[src/design/lsc_pkg.sv]
// Shared types and constants for the line segment classifier.
// No dependencies; every other file of the block imports it.
package lsc_pkg;

  // Configuration register widths
  localparam int SKY_W = 10;
  localparam int FH_W  = 11;
  localparam int CFG_W = 11;

  // Register indexes on the configuration port
  typedef enum logic [0:0] {
    REG_SKY_ROW      = 1'b0,
    REG_FRAME_HEIGHT = 1'b1
  } reg_idx_t;

  // Result classes
  typedef enum logic [1:0] {
    CLASS_DROP = 2'd0,
    CLASS_STOP = 2'd1,
    CLASS_LANE = 2'd2
  } seg_class_t;

  // tan(15 deg) in Q0.32
  localparam logic [31:0] TAN15_Q32 = 32'd1150833018;

  // floor(n/3) = (n * 2731) >> 13, exact for n < 8192
  localparam int          DIV3_MULT_W = 12;
  localparam logic [11:0] DIV3_MULT   = 12'd2731;
  localparam int          DIV3_SHIFT  = 13;

  // floor(n/10) = (n * 52429) >> 19, exact for n < 262144
  localparam int          DIV10_MULT_W = 16;
  localparam logic [15:0] DIV10_MULT   = 16'd52429;
  localparam int          DIV10_SHIFT  = 19;

  // Weight output
  localparam int         WEIGHT_W   = 8;
  localparam logic [7:0] WEIGHT_MAX = 8'd255;
  localparam logic [7:0] WEIGHT_MIN = 8'd1;

  // Reset values: sky row 0, frame height 240 -> cut row 160
  localparam logic [SKY_W-1:0] SKY_RESET = 10'd0;
  localparam logic [FH_W-1:0]  CUT_RESET = 11'd160;

endpackage

[src/design/line_segment_classifier.sv]
// Line segment classifier: top level with configuration registers.
// Instantiates lsc_geom, lsc_isqrt and lsc_weight; depends on lsc_pkg.
//
// Usage: one segment (start_x/y, end_x/y) is taken per beat on the input
// channel (in_valid/in_ready) and one result (segment_class, segment_weight,
// lower_x/y, upper_x/y) leaves per beat on the output channel
// (out_valid/out_ready). Class 0 is dropped (weight 0, endpoints as given),
// 1 a stop line (endpoints as given), 2 a lane line (lower end first).
// A segment passes through three geometry stages, the square root
// pipeline resolving four root bits per stage, and the weight/output
// register. Throughput is one segment per cycle while out_ready stays
// high, since every stage is a plain pipeline register.
// Configuration: cfg_write with cfg_index 0 sets the sky row, 1 sets
// frame_height; the cut row floor(frame_height/3)*2 is computed on the write.
// Reset clears all valid bits and loads sky row 0, frame_height 240.
// When the receiver stalls, results stay in place and empty stages keep
// filling; in_ready drops only once every stage holds a segment.
module line_segment_classifier import lsc_pkg::*; #(
  parameter int COORD_BITS = 10
) (
  input  logic                  clk,
  input  logic                  rst,
  input  logic                  cfg_write,
  input  logic [0:0]            cfg_index,
  input  logic [CFG_W-1:0]      cfg_data,
  input  logic                  in_valid,
  output logic                  in_ready,
  input  logic [COORD_BITS-1:0] start_x,
  input  logic [COORD_BITS-1:0] start_y,
  input  logic [COORD_BITS-1:0] end_x,
  input  logic [COORD_BITS-1:0] end_y,
  output logic                  out_valid,
  input  logic                  out_ready,
  output logic [1:0]            segment_class,
  output logic [WEIGHT_W-1:0]   segment_weight,
  output logic [COORD_BITS-1:0] lower_x,
  output logic [COORD_BITS-1:0] lower_y,
  output logic [COORD_BITS-1:0] upper_x,
  output logic [COORD_BITS-1:0] upper_y
);

  localparam int C         = COORD_BITS;
  localparam int LEN_SQ_W  = 2 * C + 1;
  localparam int ROOT_W    = (LEN_SQ_W + 1) / 2;
  localparam int SIDE_W    = 2 + 4 * C;
  localparam int FH_PROD_W = FH_W + DIV3_MULT_W;

  // Configuration registers
  logic [SKY_W-1:0]     sky_row;
  logic [FH_W-1:0]      cut_row;
  logic [FH_PROD_W-1:0] fh_prod;
  logic [FH_W-1:0]      fh_third;
  logic [FH_W-1:0]      cut_next;

  // floor(frame_height / 3) * 2 by reciprocal multiply
  always_comb begin
    fh_prod  = FH_PROD_W'(cfg_data) * FH_PROD_W'(DIV3_MULT);
    fh_third = FH_W'(fh_prod >> DIV3_SHIFT);
    cut_next = {fh_third[FH_W-2:0], 1'b0};
  end

  always_ff @(posedge clk) begin
    if (rst) begin
      sky_row <= SKY_RESET;
      cut_row <= CUT_RESET;
    end else if (cfg_write) begin
      unique case (reg_idx_t'(cfg_index))
        REG_SKY_ROW:      sky_row <= cfg_data[SKY_W-1:0];
        REG_FRAME_HEIGHT: cut_row <= cut_next;
        default:          ;
      endcase
    end
  end

  // Geometry stages
  logic          g_valid, g_ready;
  logic [LEN_SQ_W-1:0] g_len_sq;
  seg_class_t    g_class;
  logic [C-1:0]  g_fx, g_fy, g_sx, g_sy;

  lsc_geom #(
    .COORD_BITS (COORD_BITS)
  ) u_geom (
    .clk       (clk),
    .rst       (rst),
    .sky_row   (sky_row),
    .cut_row   (cut_row),
    .in_valid  (in_valid),
    .in_ready  (in_ready),
    .start_x   (start_x),
    .start_y   (start_y),
    .end_x     (end_x),
    .end_y     (end_y),
    .out_valid (g_valid),
    .out_ready (g_ready),
    .len_sq    (g_len_sq),
    .seg_class (g_class),
    .first_x   (g_fx),
    .first_y   (g_fy),
    .second_x  (g_sx),
    .second_y  (g_sy)
  );

  // Square root pipeline, class and endpoints ride along
  logic              r_valid, r_ready;
  logic [ROOT_W-1:0] r_root;
  logic [SIDE_W-1:0] r_side;
  logic [SIDE_W-1:0] g_side;

  assign g_side = {g_class, g_fx, g_fy, g_sx, g_sy};

  lsc_isqrt #(
    .IN_W            (LEN_SQ_W),
    .SIDE_W          (SIDE_W),
    .STEPS_PER_STAGE (4)
  ) u_isqrt (
    .clk       (clk),
    .rst       (rst),
    .in_valid  (g_valid),
    .in_ready  (g_ready),
    .radicand  (g_len_sq),
    .in_side   (g_side),
    .out_valid (r_valid),
    .out_ready (r_ready),
    .root      (r_root),
    .out_side  (r_side)
  );

  // Weight and output register
  seg_class_t w_class;

  lsc_weight #(
    .ROOT_W     (ROOT_W),
    .COORD_BITS (COORD_BITS)
  ) u_weight (
    .clk            (clk),
    .rst            (rst),
    .in_valid       (r_valid),
    .in_ready       (r_ready),
    .root           (r_root),
    .in_class       (seg_class_t'(r_side[SIDE_W-1 -: 2])),
    .in_first_x     (r_side[4*C-1 -: C]),
    .in_first_y     (r_side[3*C-1 -: C]),
    .in_second_x    (r_side[2*C-1 -: C]),
    .in_second_y    (r_side[C-1:0]),
    .out_valid      (out_valid),
    .out_ready      (out_ready),
    .segment_class  (w_class),
    .segment_weight (segment_weight),
    .lower_x        (lower_x),
    .lower_y        (lower_y),
    .upper_x        (upper_x),
    .upper_y        (upper_y)
  );

  assign segment_class = w_class;

endmodule

[src/design/lsc_geom.sv]
// Geometry pipeline: sky/floor drop test, endpoint distances, squared length,
// 15 degree angle test and lane endpoint ordering. Three register stages.
// Depends on lsc_pkg.
module lsc_geom import lsc_pkg::*; #(
  parameter int COORD_BITS = 10
) (
  input  logic                    clk,
  input  logic                    rst,
  input  logic [SKY_W-1:0]        sky_row,
  input  logic [FH_W-1:0]         cut_row,
  input  logic                    in_valid,
  output logic                    in_ready,
  input  logic [COORD_BITS-1:0]   start_x,
  input  logic [COORD_BITS-1:0]   start_y,
  input  logic [COORD_BITS-1:0]   end_x,
  input  logic [COORD_BITS-1:0]   end_y,
  output logic                    out_valid,
  input  logic                    out_ready,
  output logic [2*COORD_BITS:0]   len_sq,
  output seg_class_t              seg_class,
  output logic [COORD_BITS-1:0]   first_x,
  output logic [COORD_BITS-1:0]   first_y,
  output logic [COORD_BITS-1:0]   second_x,
  output logic [COORD_BITS-1:0]   second_y
);

  localparam int C     = COORD_BITS;
  localparam int CMP_W = (C > FH_W) ? C : FH_W;
  localparam int TAN_W = C + 32;
  localparam int SQ_W  = 2 * C;

  // Stage 1: drop test and absolute distances
  logic         v1;
  logic [C-1:0] s1_sx, s1_sy, s1_ex, s1_ey, s1_dx, s1_dy;
  logic         s1_drop;

  // Stage 2: products
  logic             v2;
  logic [C-1:0]     s2_sx, s2_sy, s2_ex, s2_ey, s2_dy;
  logic             s2_drop, s2_zero;
  logic [SQ_W-1:0]  s2_dx2, s2_dy2;
  logic [TAN_W-1:0] s2_tan;

  // Stage 3: length sum, class, ordered endpoints
  logic v3;

  logic rdy1, rdy2, rdy3;
  logic drop_in;
  logic [C-1:0] dx_in, dy_in;
  logic stop_c;
  seg_class_t class_c;
  logic swap_c;

  // Bubble-collapsing handshake along the three stages
  assign rdy3     = !v3 || out_ready;
  assign rdy2     = !v2 || rdy3;
  assign rdy1     = !v1 || rdy2;
  assign in_ready = rdy1;
  assign out_valid = v3;

  // Drop when one end is above the sky row and the other above the cut
  always_comb begin
    drop_in = ((CMP_W'(start_y) < CMP_W'(sky_row)) && (CMP_W'(end_y) < CMP_W'(cut_row)))
           || ((CMP_W'(end_y) < CMP_W'(sky_row)) && (CMP_W'(start_y) < CMP_W'(cut_row)));
    dx_in = (start_x > end_x) ? (start_x - end_x) : (end_x - start_x);
    dy_in = (start_y > end_y) ? (start_y - end_y) : (end_y - start_y);
  end

  // Angle test |dy| * 2^32 < tan15 * |dx|; zero length counts as stop
  always_comb begin
    stop_c = s2_zero || ({s2_dy, 32'd0} < s2_tan);
    if (s2_drop) begin
      class_c = CLASS_DROP;
    end else if (stop_c) begin
      class_c = CLASS_STOP;
    end else begin
      class_c = CLASS_LANE;
    end
    swap_c = (class_c == CLASS_LANE) && (s2_sy < s2_ey);
  end

  // Valid bits
  always_ff @(posedge clk) begin
    if (rst) begin
      v1 <= 1'b0;
      v2 <= 1'b0;
      v3 <= 1'b0;
    end else begin
      if (rdy1) v1 <= in_valid;
      if (rdy2) v2 <= v1;
      if (rdy3) v3 <= v2;
    end
  end

  // Payload registers
  always_ff @(posedge clk) begin
    if (rdy1 && in_valid) begin
      s1_sx   <= start_x;
      s1_sy   <= start_y;
      s1_ex   <= end_x;
      s1_ey   <= end_y;
      s1_dx   <= dx_in;
      s1_dy   <= dy_in;
      s1_drop <= drop_in;
    end
    if (rdy2 && v1) begin
      s2_sx   <= s1_sx;
      s2_sy   <= s1_sy;
      s2_ex   <= s1_ex;
      s2_ey   <= s1_ey;
      s2_dy   <= s1_dy;
      s2_drop <= s1_drop;
      s2_zero <= (s1_dx == '0) && (s1_dy == '0);
      s2_dx2  <= SQ_W'(s1_dx) * SQ_W'(s1_dx);
      s2_dy2  <= SQ_W'(s1_dy) * SQ_W'(s1_dy);
      s2_tan  <= TAN_W'(s1_dx) * TAN_W'(TAN15_Q32);
    end
    if (rdy3 && v2) begin
      len_sq    <= (SQ_W + 1)'(s2_dx2) + (SQ_W + 1)'(s2_dy2);
      seg_class <= class_c;
      first_x   <= swap_c ? s2_ex : s2_sx;
      first_y   <= swap_c ? s2_ey : s2_sy;
      second_x  <= swap_c ? s2_sx : s2_ex;
      second_y  <= swap_c ? s2_sy : s2_ey;
    end
  end

endmodule

[src/design/lsc_isqrt.sv]
// Pipelined integer square root (floor), a few root bits per stage, with a
// sideband word carried alongside. Depends on lsc_pkg only by convention.
module lsc_isqrt import lsc_pkg::*; #(
  parameter int IN_W            = 21,
  parameter int SIDE_W          = 42,
  parameter int STEPS_PER_STAGE = 4
) (
  input  logic                     clk,
  input  logic                     rst,
  input  logic                     in_valid,
  output logic                     in_ready,
  input  logic [IN_W-1:0]          radicand,
  input  logic [SIDE_W-1:0]        in_side,
  output logic                     out_valid,
  input  logic                     out_ready,
  output logic [(IN_W+1)/2-1:0]    root,
  output logic [SIDE_W-1:0]        out_side
);

  localparam int RW    = (IN_W + 1) / 2;
  localparam int NW    = 2 * RW;
  localparam int REM_W = RW + 3;
  localparam int NS    = (RW + STEPS_PER_STAGE - 1) / STEPS_PER_STAGE;

  // Index 0 is the input side, index s+1 the register of stage s
  logic              st_valid [NS+1];
  logic [NW-1:0]     st_num   [NS+1];
  logic [REM_W-1:0]  st_rem   [NS+1];
  logic [RW-1:0]     st_root  [NS+1];
  logic [SIDE_W-1:0] st_side  [NS+1];
  logic              st_rdy   [NS];

  assign st_valid[0] = in_valid;
  assign st_num[0]   = NW'(radicand);
  assign st_rem[0]   = '0;
  assign st_root[0]  = '0;
  assign st_side[0]  = in_side;
  assign in_ready    = st_rdy[0];

  assign out_valid = st_valid[NS];
  assign root      = st_root[NS];
  assign out_side  = st_side[NS];

  for (genvar s = 0; s < NS; s++) begin : g_stage
    logic [NW-1:0]    num_c;
    logic [REM_W-1:0] rem_c;
    logic [RW-1:0]    root_c;

    // Handshake: a stage loads when empty or when the next one moves
    if (s == NS - 1) begin : g_last
      assign st_rdy[s] = !st_valid[s+1] || out_ready;
    end else begin : g_mid
      assign st_rdy[s] = !st_valid[s+1] || st_rdy[s+1];
    end

    // Restoring digit recurrence, two radicand bits per root bit
    always_comb begin
      logic [REM_W-1:0] trial;
      logic [REM_W-1:0] rem_sh;
      trial  = '0;
      rem_sh = '0;
      num_c  = st_num[s];
      rem_c  = st_rem[s];
      root_c = st_root[s];
      for (int j = 0; j < STEPS_PER_STAGE; j++) begin
        if (s * STEPS_PER_STAGE + j < RW) begin
          rem_sh = {rem_c[REM_W-3:0], num_c[NW-1 -: 2]};
          trial  = {REM_W'(root_c) << 2} | REM_W'(1);
          num_c  = num_c << 2;
          if (rem_sh >= trial) begin
            rem_c  = rem_sh - trial;
            root_c = {root_c[RW-2:0], 1'b1};
          end else begin
            rem_c  = rem_sh;
            root_c = {root_c[RW-2:0], 1'b0};
          end
        end
      end
    end

    always_ff @(posedge clk) begin
      if (rst) begin
        st_valid[s+1] <= 1'b0;
      end else if (st_rdy[s]) begin
        st_valid[s+1] <= st_valid[s];
      end
    end

    always_ff @(posedge clk) begin
      if (st_rdy[s] && st_valid[s]) begin
        st_num[s+1]  <= num_c;
        st_rem[s+1]  <= rem_c;
        st_root[s+1] <= root_c;
        st_side[s+1] <= st_side[s];
      end
    end
  end

endmodule

[src/design/lsc_weight.sv]
// Weight stage and output register: length div 10, clamped to 1..255,
// zero for dropped segments. Depends on lsc_pkg.
module lsc_weight import lsc_pkg::*; #(
  parameter int ROOT_W     = 11,
  parameter int COORD_BITS = 10
) (
  input  logic                  clk,
  input  logic                  rst,
  input  logic                  in_valid,
  output logic                  in_ready,
  input  logic [ROOT_W-1:0]     root,
  input  seg_class_t            in_class,
  input  logic [COORD_BITS-1:0] in_first_x,
  input  logic [COORD_BITS-1:0] in_first_y,
  input  logic [COORD_BITS-1:0] in_second_x,
  input  logic [COORD_BITS-1:0] in_second_y,
  output logic                  out_valid,
  input  logic                  out_ready,
  output seg_class_t            segment_class,
  output logic [WEIGHT_W-1:0]   segment_weight,
  output logic [COORD_BITS-1:0] lower_x,
  output logic [COORD_BITS-1:0] lower_y,
  output logic [COORD_BITS-1:0] upper_x,
  output logic [COORD_BITS-1:0] upper_y
);

  localparam int PROD_W = ROOT_W + DIV10_MULT_W;

  logic [PROD_W-1:0]   prod;
  logic [PROD_W-1:0]   quot;
  logic [WEIGHT_W-1:0] weight_c;

  assign in_ready = !out_valid || out_ready;

  // Divide by 10 through the reciprocal, then clamp
  always_comb begin
    prod = PROD_W'(root) * PROD_W'(DIV10_MULT);
    quot = prod >> DIV10_SHIFT;
    if (in_class == CLASS_DROP) begin
      weight_c = '0;
    end else if (quot > PROD_W'(WEIGHT_MAX)) begin
      weight_c = WEIGHT_MAX;
    end else if (quot == '0) begin
      weight_c = WEIGHT_MIN;
    end else begin
      weight_c = quot[WEIGHT_W-1:0];
    end
  end

  always_ff @(posedge clk) begin
    if (rst) begin
      out_valid <= 1'b0;
    end else if (in_ready) begin
      out_valid <= in_valid;
    end
  end

  always_ff @(posedge clk) begin
    if (in_ready && in_valid) begin
      segment_class  <= in_class;
      segment_weight <= weight_c;
      lower_x        <= in_first_x;
      lower_y        <= in_first_y;
      upper_x        <= in_second_x;
      upper_y        <= in_second_y;
    end
  end

endmodule

[config.mk]
export PLATFORM = sky130hd
export DESIGN_NAME = line_segment_classifier
export DESIGN_NICKNAME = d
export VERILOG_FILES = /design/src/design/lsc_pkg.sv /design/src/design/line_segment_classifier.sv /design/src/design/lsc_geom.sv /design/src/design/lsc_isqrt.sv /design/src/design/lsc_weight.sv
export SDC_FILE = /design/constraint.sdc
export NUM_CORES = 2
export LEC_CHECK = 0
export BUFFER_PORTS_ARGS = -buffer_cell sky130_fd_sc_hd__buf_2
export CORE_MARGIN = 2
export CORE_UTILIZATION = 40
export DETAILED_ROUTE_END_ITERATION = 8
export HOLD_SLACK_MARGIN = 0.06
export MAX_ROUTING_LAYER = met4
export PLACE_DENSITY = 0.54
export SLEW_MARGIN = 5
export SYNTH_ARGS = -nofsm -noshare
export SYNTH_HDL_FRONTEND = slang
export SYNTH_SLANG_ARGS = --single-unit
[constraint.sdc]
create_clock -name clk -period 8.5 [get_ports clk]
set_input_delay 0.425 -clock clk [delete_from_list [all_inputs] [get_ports clk]]
set_output_delay 0.425 -clock clk [all_outputs]
set_load 0.005 [all_outputs]
## Yosys cells after proc, flatten, opt, wreduce, memory -nomap -nowiden

Index checks and enable logic that the tools add are counted.

- Input bits: 57
- Flip-flop bits (word level): 526
- Output and inout bits: 52
- Logic and storage cells: 154

- Multiplexer cells: 31
- Reductions and logical operators: 33
- Order comparisons: 20
- Eq/ne operators: 1
- Add/sub/neg operators: 15
- Bitwise operators: 1
- Multipliers: 5

Operators by type and width:

| operator | number |
|---|---|
| $mux 12 | 10 |
| $mux 10 | 6 |
| $lt 42x41->1 | 1 |
| $mul 10x10->20 | 2 |
| $mul 10x30->40 const B | 1 |
| $sub 10x10->10 | 4 |
| $lt 10x10->1 | 3 |
| $logic_not 27->1 | 1 |
| $mul 11x16->27 const B | 1 |
| $mul 11x12->23 const B | 1 |
| $lt 10x11->1 | 2 |
| $add 20x20->21 | 1 |
| $gt 10x10->1 | 2 |
| $logic_not 10->1 | 2 |
| $mux 8 | 2 |
| $ge 14x10->1 | 1 |
| $ge 14x11->1 | 1 |
| $ge 14x12->1 | 1 |
| $ge 14x3->1 | 1 |
| $ge 14x4->1 | 1 |
| $ge 14x5->1 | 1 |
| $ge 14x6->1 | 1 |
| $ge 14x7->1 | 1 |
| $ge 14x8->1 | 1 |
| 22 further kinds | 58 |

## Depth between registers and ports, before layout

- Word-level depth: 9
- Depth in mapped cells: 44
- Gate-level depth less buffers: 40

## Hierarchy

Synthesis repeated with hierarchy kept, for this count alone.

- Cells, all modules: 3520
- Area total of the unflattened synthesis: 39803.2 um2

Modules (own cells, without submodules):

| module | cells each | seq. area each (um2) | times used | area each (um2) |
|---|---|---|---|---|
| lsc_geom | 1944 | 7627.3 | 1 | 21884.7 |
| lsc_isqrt | 877 | 5855.6 | 1 | 10611.4 |
| lsc_weight | 364 | 1521.5 | 1 | 4287.9 |
| line_segment_classifier | 335 | 400.4 | 1 | 3019.1 |

## Worst setup path after synthesis

No wires, ideal clock.

- Path kind: reg2reg
- Start: register u_isqrt.st_rem[31] (netlist bit)
- End: register u_isqrt.st_rem[17] (netlist bit), data pin
- Data required time: 8.238 ns
- Period minus slack after synthesis: 9.068 ns
- Library setup time: 0.262 ns
- Cell stages (with the launch flop): 40
- Buffers on the path: 5
- Data arrival time: 8.806 ns
- Slack: -0.568 ns
- Path through: edfxtp_1 -> ha_1 -> nand3_1 -> a21o_1 -> nand3_2 -> nor2_1 -> clkbuf_1 -> o21ai_0 -> ha_1 -> and3_1 -> nand3_1 -> or3b_1 -> o31a_1 -> o31a_1 -> and4_1 -> nand2_1 -> clkinv_1 -> o21ai_0 -> (+4 left out) -> o32a_1 -> or4b_4 -> clkbuf_1 -> nor2_1 -> a21oi_1 -> ha_1 -> clkbuf_1 -> nand4_1 -> or2_2 -> nor2_1 -> a21oi_1 -> mux2_1 -> and3_1 -> buf_6 -> and2_4 -> buf_6 -> inv_6 -> mux2_1

- Cells in the longest elaborated chain, start to end: 8
- Elaborated cells between the ends (all ways): 15
- Classes of those cells: add/sub (4); order compare (4); mux (7)

Ends and longest elaborated chain:

| element | line | source |
|---|---|---|
| start: declaration | lsc_isqrt.sv:28 | `logic [REM_W-1:0] st_rem [NS+1];` |
| start signal: indexed assignment | lsc_isqrt.sv:92 | `st_rem[s+1] <= rem_c;` |
| $sub 12x6->12 or $ge 14x6->1 (tied branches) | lsc_isqrt.sv:71, lsc_isqrt.sv:70 |  |
| $mux 12 or $mux 1 (tied branches) | lsc_isqrt.sv:70 | `if (rem_sh >= trial) begin` |
| $ge 14x7->1 (*) | lsc_isqrt.sv:70 |  |
| $mux 1 (*) | lsc_isqrt.sv:70 |  |
| named net u_isqrt.g_stage[1].$8.trial[3] | lsc_isqrt.sv:58 | `logic [REM_W-1:0] trial;` |
| $ge 14x8->1 (*) | lsc_isqrt.sv:70 |  |
| $mux 1 (*) | lsc_isqrt.sv:70 |  |
| named net u_isqrt.g_stage[1].$8.trial[2] | lsc_isqrt.sv:58 |  |
| $sub 12x9->12 or $ge 14x9->1 (tied branches) | lsc_isqrt.sv:71, lsc_isqrt.sv:70 |  |
| $mux 12 (*) | lsc_isqrt.sv:70 |  |
| named net u_isqrt.g_stage[1].rem_c[3] | lsc_isqrt.sv:46 | `logic [REM_W-1:0] rem_c;` |

The timed path passes the listed nets; every way through them passes the cells marked *.
A chain may end at the register's enable or synchronous reset.

## Worst setup path after layout

- Start: register u_isqrt.st_root[22] (netlist bit)
- End: register u_isqrt.st_rem[17] (netlist bit), data pin

- Cells in the longest elaborated chain, start to end: 8
- Elaborated cells between the ends (all ways): 15
- Classes of those cells: add/sub (4); order compare (4); mux (7)

Ends and longest elaborated chain:

| element | line | source |
|---|---|---|
| start: declaration | lsc_isqrt.sv:29 | `logic [RW-1:0] st_root [NS+1];` |
| start signal: indexed assignment | lsc_isqrt.sv:93 | `st_root[s+1] <= root_c;` |
| $sub 12x6->12 or $ge 14x6->1 (tied branches) | lsc_isqrt.sv:71, lsc_isqrt.sv:70 |  |
| $mux 12 or $mux 1 (tied branches) | lsc_isqrt.sv:70 |  |
| $ge 14x7->1 (*) | lsc_isqrt.sv:70 |  |
| $mux 1 (*) | lsc_isqrt.sv:70 |  |
| named net u_isqrt.g_stage[1].$8.trial[3] | lsc_isqrt.sv:58 |  |
| $ge 14x8->1 or $sub 12x8->12 (tied branches) | lsc_isqrt.sv:70, lsc_isqrt.sv:71 |  |
| $mux 12 or $mux 1 (tied branches) | lsc_isqrt.sv:70 |  |
| $sub 12x9->12 or $ge 14x9->1 (tied branches) | lsc_isqrt.sv:71, lsc_isqrt.sv:70 |  |
| $mux 12 (*) | lsc_isqrt.sv:70 |  |
| named net u_isqrt.g_stage[1].rem_c[3] | lsc_isqrt.sv:46 |  |

Marked as above.

==> flow_metrics.py <==
metrics = {
    "run_status": {
        "outcome": "complete, no violations",
    },
    "route": {
        "dr.pass1.iters": 5,
        "wl_met1_microns": 38100,
        "drt_iter0_drc": 1213,
        "top_signal_layer_used": "met4",
        "wl_met3_microns": 2860,
        "ant_nets": 0,
        "drc": 0,
        "routed_wl_microns": 80000,
        "routed-wl-met2_microns": 37400,
        "vias": 23700,
        "vias_per_cell": 4.91,
        "wl_per_cell_microns": 16.5,
    },
    "pwr": {
        "leakagePower_nw": 18.8,
        "power_density_mw_per_mm2": 403,
        "ir_worst_vdd_mv": 0.461,
        "finalPower_mw": 17.3,
    },
    "floorplan": {
        "fp.dieH_microns": 312,
        "die_area_sq_mm": 0.0976,
        "core_area_sq_mm": 0.0946,
        "rows": 113,
        "io_pins": 109,
        "die_w_microns": 312,
        "start_util_pct": 40.2,
    },
    "sta": {
        "drv_slew": 0,
        "max-slew-margin-rel_pct": 29.3,
        "fin_crit_sh_pct": 95.3,
        "setup_viol": 0,
        "fin_worst_hold_slack_ns": 0.0958,
        "worstMarginPinSlew_ns": 1.06,
        "hold_viol_final": 0,
        "fmax_mhz": 124,
        "fin_crit_ns": 8.10,
        "fin_skew_ns": 0.0261,
        "tns_ns": 0,
        "rsz0062_at_grt": "false",
    },
    "synth": {
        "synth_cells": 3302,
        "ys_ff_latch": 522,
        "yosysUniqueCellTypes": 85,
        "ys_seq_area_share_pct": 40.5,
        "synth_nets": 4134,
        "synth_top_cell_area_share_pct": 39.1,
        "synth-async-reset-ratio_pct": 0,
        "netlist_area_sq_mm": 0.0381,
        "synth_edf_count": 495,
        "avgSynthCellArea_sq_um": 11.5,
        "yosys.area.top_type": "edfxtp_1",
        "synthTopCellsByArea": "edfxtp_1 (39%), ha_1 (18%), fa_1 (12%)",
        "ys.warnings.count": 0,
        "synthFlopType": "edfxtp_1",
    },
    "worst_hold_path": {
        "min_from": "start_y[4]",
        "worstHoldPathType": "in2reg",
        "hold_end": "u_geom.s1_sy[4]",
        "worstHoldPathCells": 1,
    },
    "global_route": {
        "grt_pass1_wl_microns": 130000,
        "overflow": 0,
        "track_usage_pct": 17.2,
        "grt_pass1_vias": 24200,
        "grt_max_degree": 80,
        "antenna_found_initial": 3,
    },
    "placement": {
        "io_buffers": 108,
        "gp_congestion": 0.867,
        "dp.final_hpwl_microns": 63600,
        "dpl.cell_count": 4690,
    },
    "critical_path": {
        "slowest_delay_ns": 0.56,
        "cpMostUsedCell": "ha_1",
        "timing.rr.start": "u_isqrt.st_root[22]",
        "crit_type": "reg2reg",
        "path_max_fanout": 5,
        "worstPathArrival_ns": 8.48,
        "startpoint_type": "flop",
        "reg2regPathDepth": 37,
        "end_kind": "flop",
        "crit_family": "simple AND/OR/NAND/NOR gates",
        "cp_num_buf_inv": 7,
        "cp.required_ns": 8.89,
        "critPathSlowestCell": "or4b_4",
        "r2r-end": "u_isqrt.st_rem[17]",
        "rrSetupSlack_ns": 0.40,
    },
    "clock_network": {
        "clock_sinks": 522,
        "clockRootBuffer": "clkbuf_16",
        "cts_made_buffers": 57,
        "clk_latency_ns": 0.64,
        "cts.clk_slew.worst_paths_ns": 0.06,
        "tritoncts": "built",
        "clock_path_buffers": 3,
        "htree_num_levels": 2,
    },
    "final_layout": {
        "area_growth_pct": 12.6,
        "final_net_count": 4352,
        "fillers": 8832,
        "final_common_cell": "ha_1",
        "stdcell_count": 4835,
        "final_cell_mix": "ha_1 (550), inv_1 (537), edfxtp_1 (495)",
        "layout-drive-gt1-share_pct": 10.9,
    },
    "run": {
        "max_cap_viol_count": 0,
    },
}
registers in the layout, indices dropped and copies added, names as in the netlist, 11 cells and up:
name and cells:
u_isqrt.st_side 84, u_geom.s2_dy2 19, u_geom.s2_tan 39, u_geom.s2_dx2 19, u_isqrt.root 11, u_isqrt.out_side 42, u_geom.len_sq 21, u_isqrt.st_root 12
u_isqrt.st_rem 24
stage by stage:
stage                     instance area (sq um)  setup slack (ns)  util, %
after floorplan                           38100           0.00637        -
after global placement                    40500             0.172     42.8
after detailed placement                  40500            0.0680     42.8
after CTS                                 42700            0.0316     45.1
after global routing                      42900           0.00872     45.3
final                                     42900             0.403     45.3
how the worst max path moves through the flow:
stage                        start                  to  slack [ns]  cells past startpoint
3_5_place_dp   u_isqrt.st_root[23]  u_isqrt.st_rem[17]        0.07                     34
4_1_cts        u_isqrt.st_root[23]  u_isqrt.st_rem[17]        0.03                     34
6_report       u_isqrt.st_root[22]  u_isqrt.st_rem[17]        0.40                     37
3_3_place_gp   u_isqrt.st_root[23]  u_isqrt.st_rem[17]        0.17                     35
5_1_grt         u_isqrt.st_num[64]  u_isqrt.st_rem[21]       0.009                     36
2_1_floorplan  u_isqrt.st_root[22]  u_isqrt.st_rem[17]       0.006                     39
per-layer routing:
layer / vias to the layer above / global-route usage (%)
li1: 12000 / -
met1: 11300 / 23.2
met2: 296 / 27.7
met3: 104 / 2.49
met4: 0 / 3.76
met5: - / -
final cells by class:
type                       count  area, sq um  share of cell area [%]
sequential                   522        15400                    35.9
multi-input combinational   2191        20600                    48.1
clock buffer                  72         1520                    3.56
timing repair buffer         203         1310                    3.07
inverter                     545         2060                    4.80
tap                         1265         1580                    3.69
clock inverter                34          369                   0.861
antenna                        3         7.51                  0.0175
kinds of logic after synthesis:
family          after synthesis  share of synthesized area [%]
fa+ha+maj                   775                           29.8
simple gates                609                           8.04
buf+inv                     590                           5.88
compound gates              551                           9.43
flops                       522                           40.5
xor+xnor                    175                           4.03
mux                          80                           2.30
Yosys cell counts (all sizes together) (8+ instances only):
master	count
o21ai	110
xor2	37
nor2	132
and2	45
a2111oi	9
buf	9
o21bai	40
a21boi	14
o31a	8
ha	554
a21oi	179
a31oi	10
nand2b	29
fa	221
and3	18
nor2b	43
o211ai	9
nand2	162
mux2	59
or2	11
a211oi	18
xnor2	138
a21o	51
inv	543
o31ai	17
dfxtp	27
o21a	24
nor4	15
nand3	44
nor3	50
nand4	20
edfxtp	495
clkbuf	36
mux2i	21
where the power goes:
| group | switching [mW] | leakage (nW) | internal [mW] |
|---|---|---|---|
| Clock | 1.02 | 0.926 | 1.46 |
| Sequential | 0.191 | 4.79 | 3.80 |
| Combinational | 5.95 | 13.1 | 4.86 |
timing repair:
action | CTS | global route
hold buffers | 24 | 0
buffers inserted | 0 | 11
resized for setup | 0 | 29
setup endpoints to repair | 0 | 13
endpoints found under the hold margin | 24 | 0
Note: power is estimated with default switching activity, not from simulation.
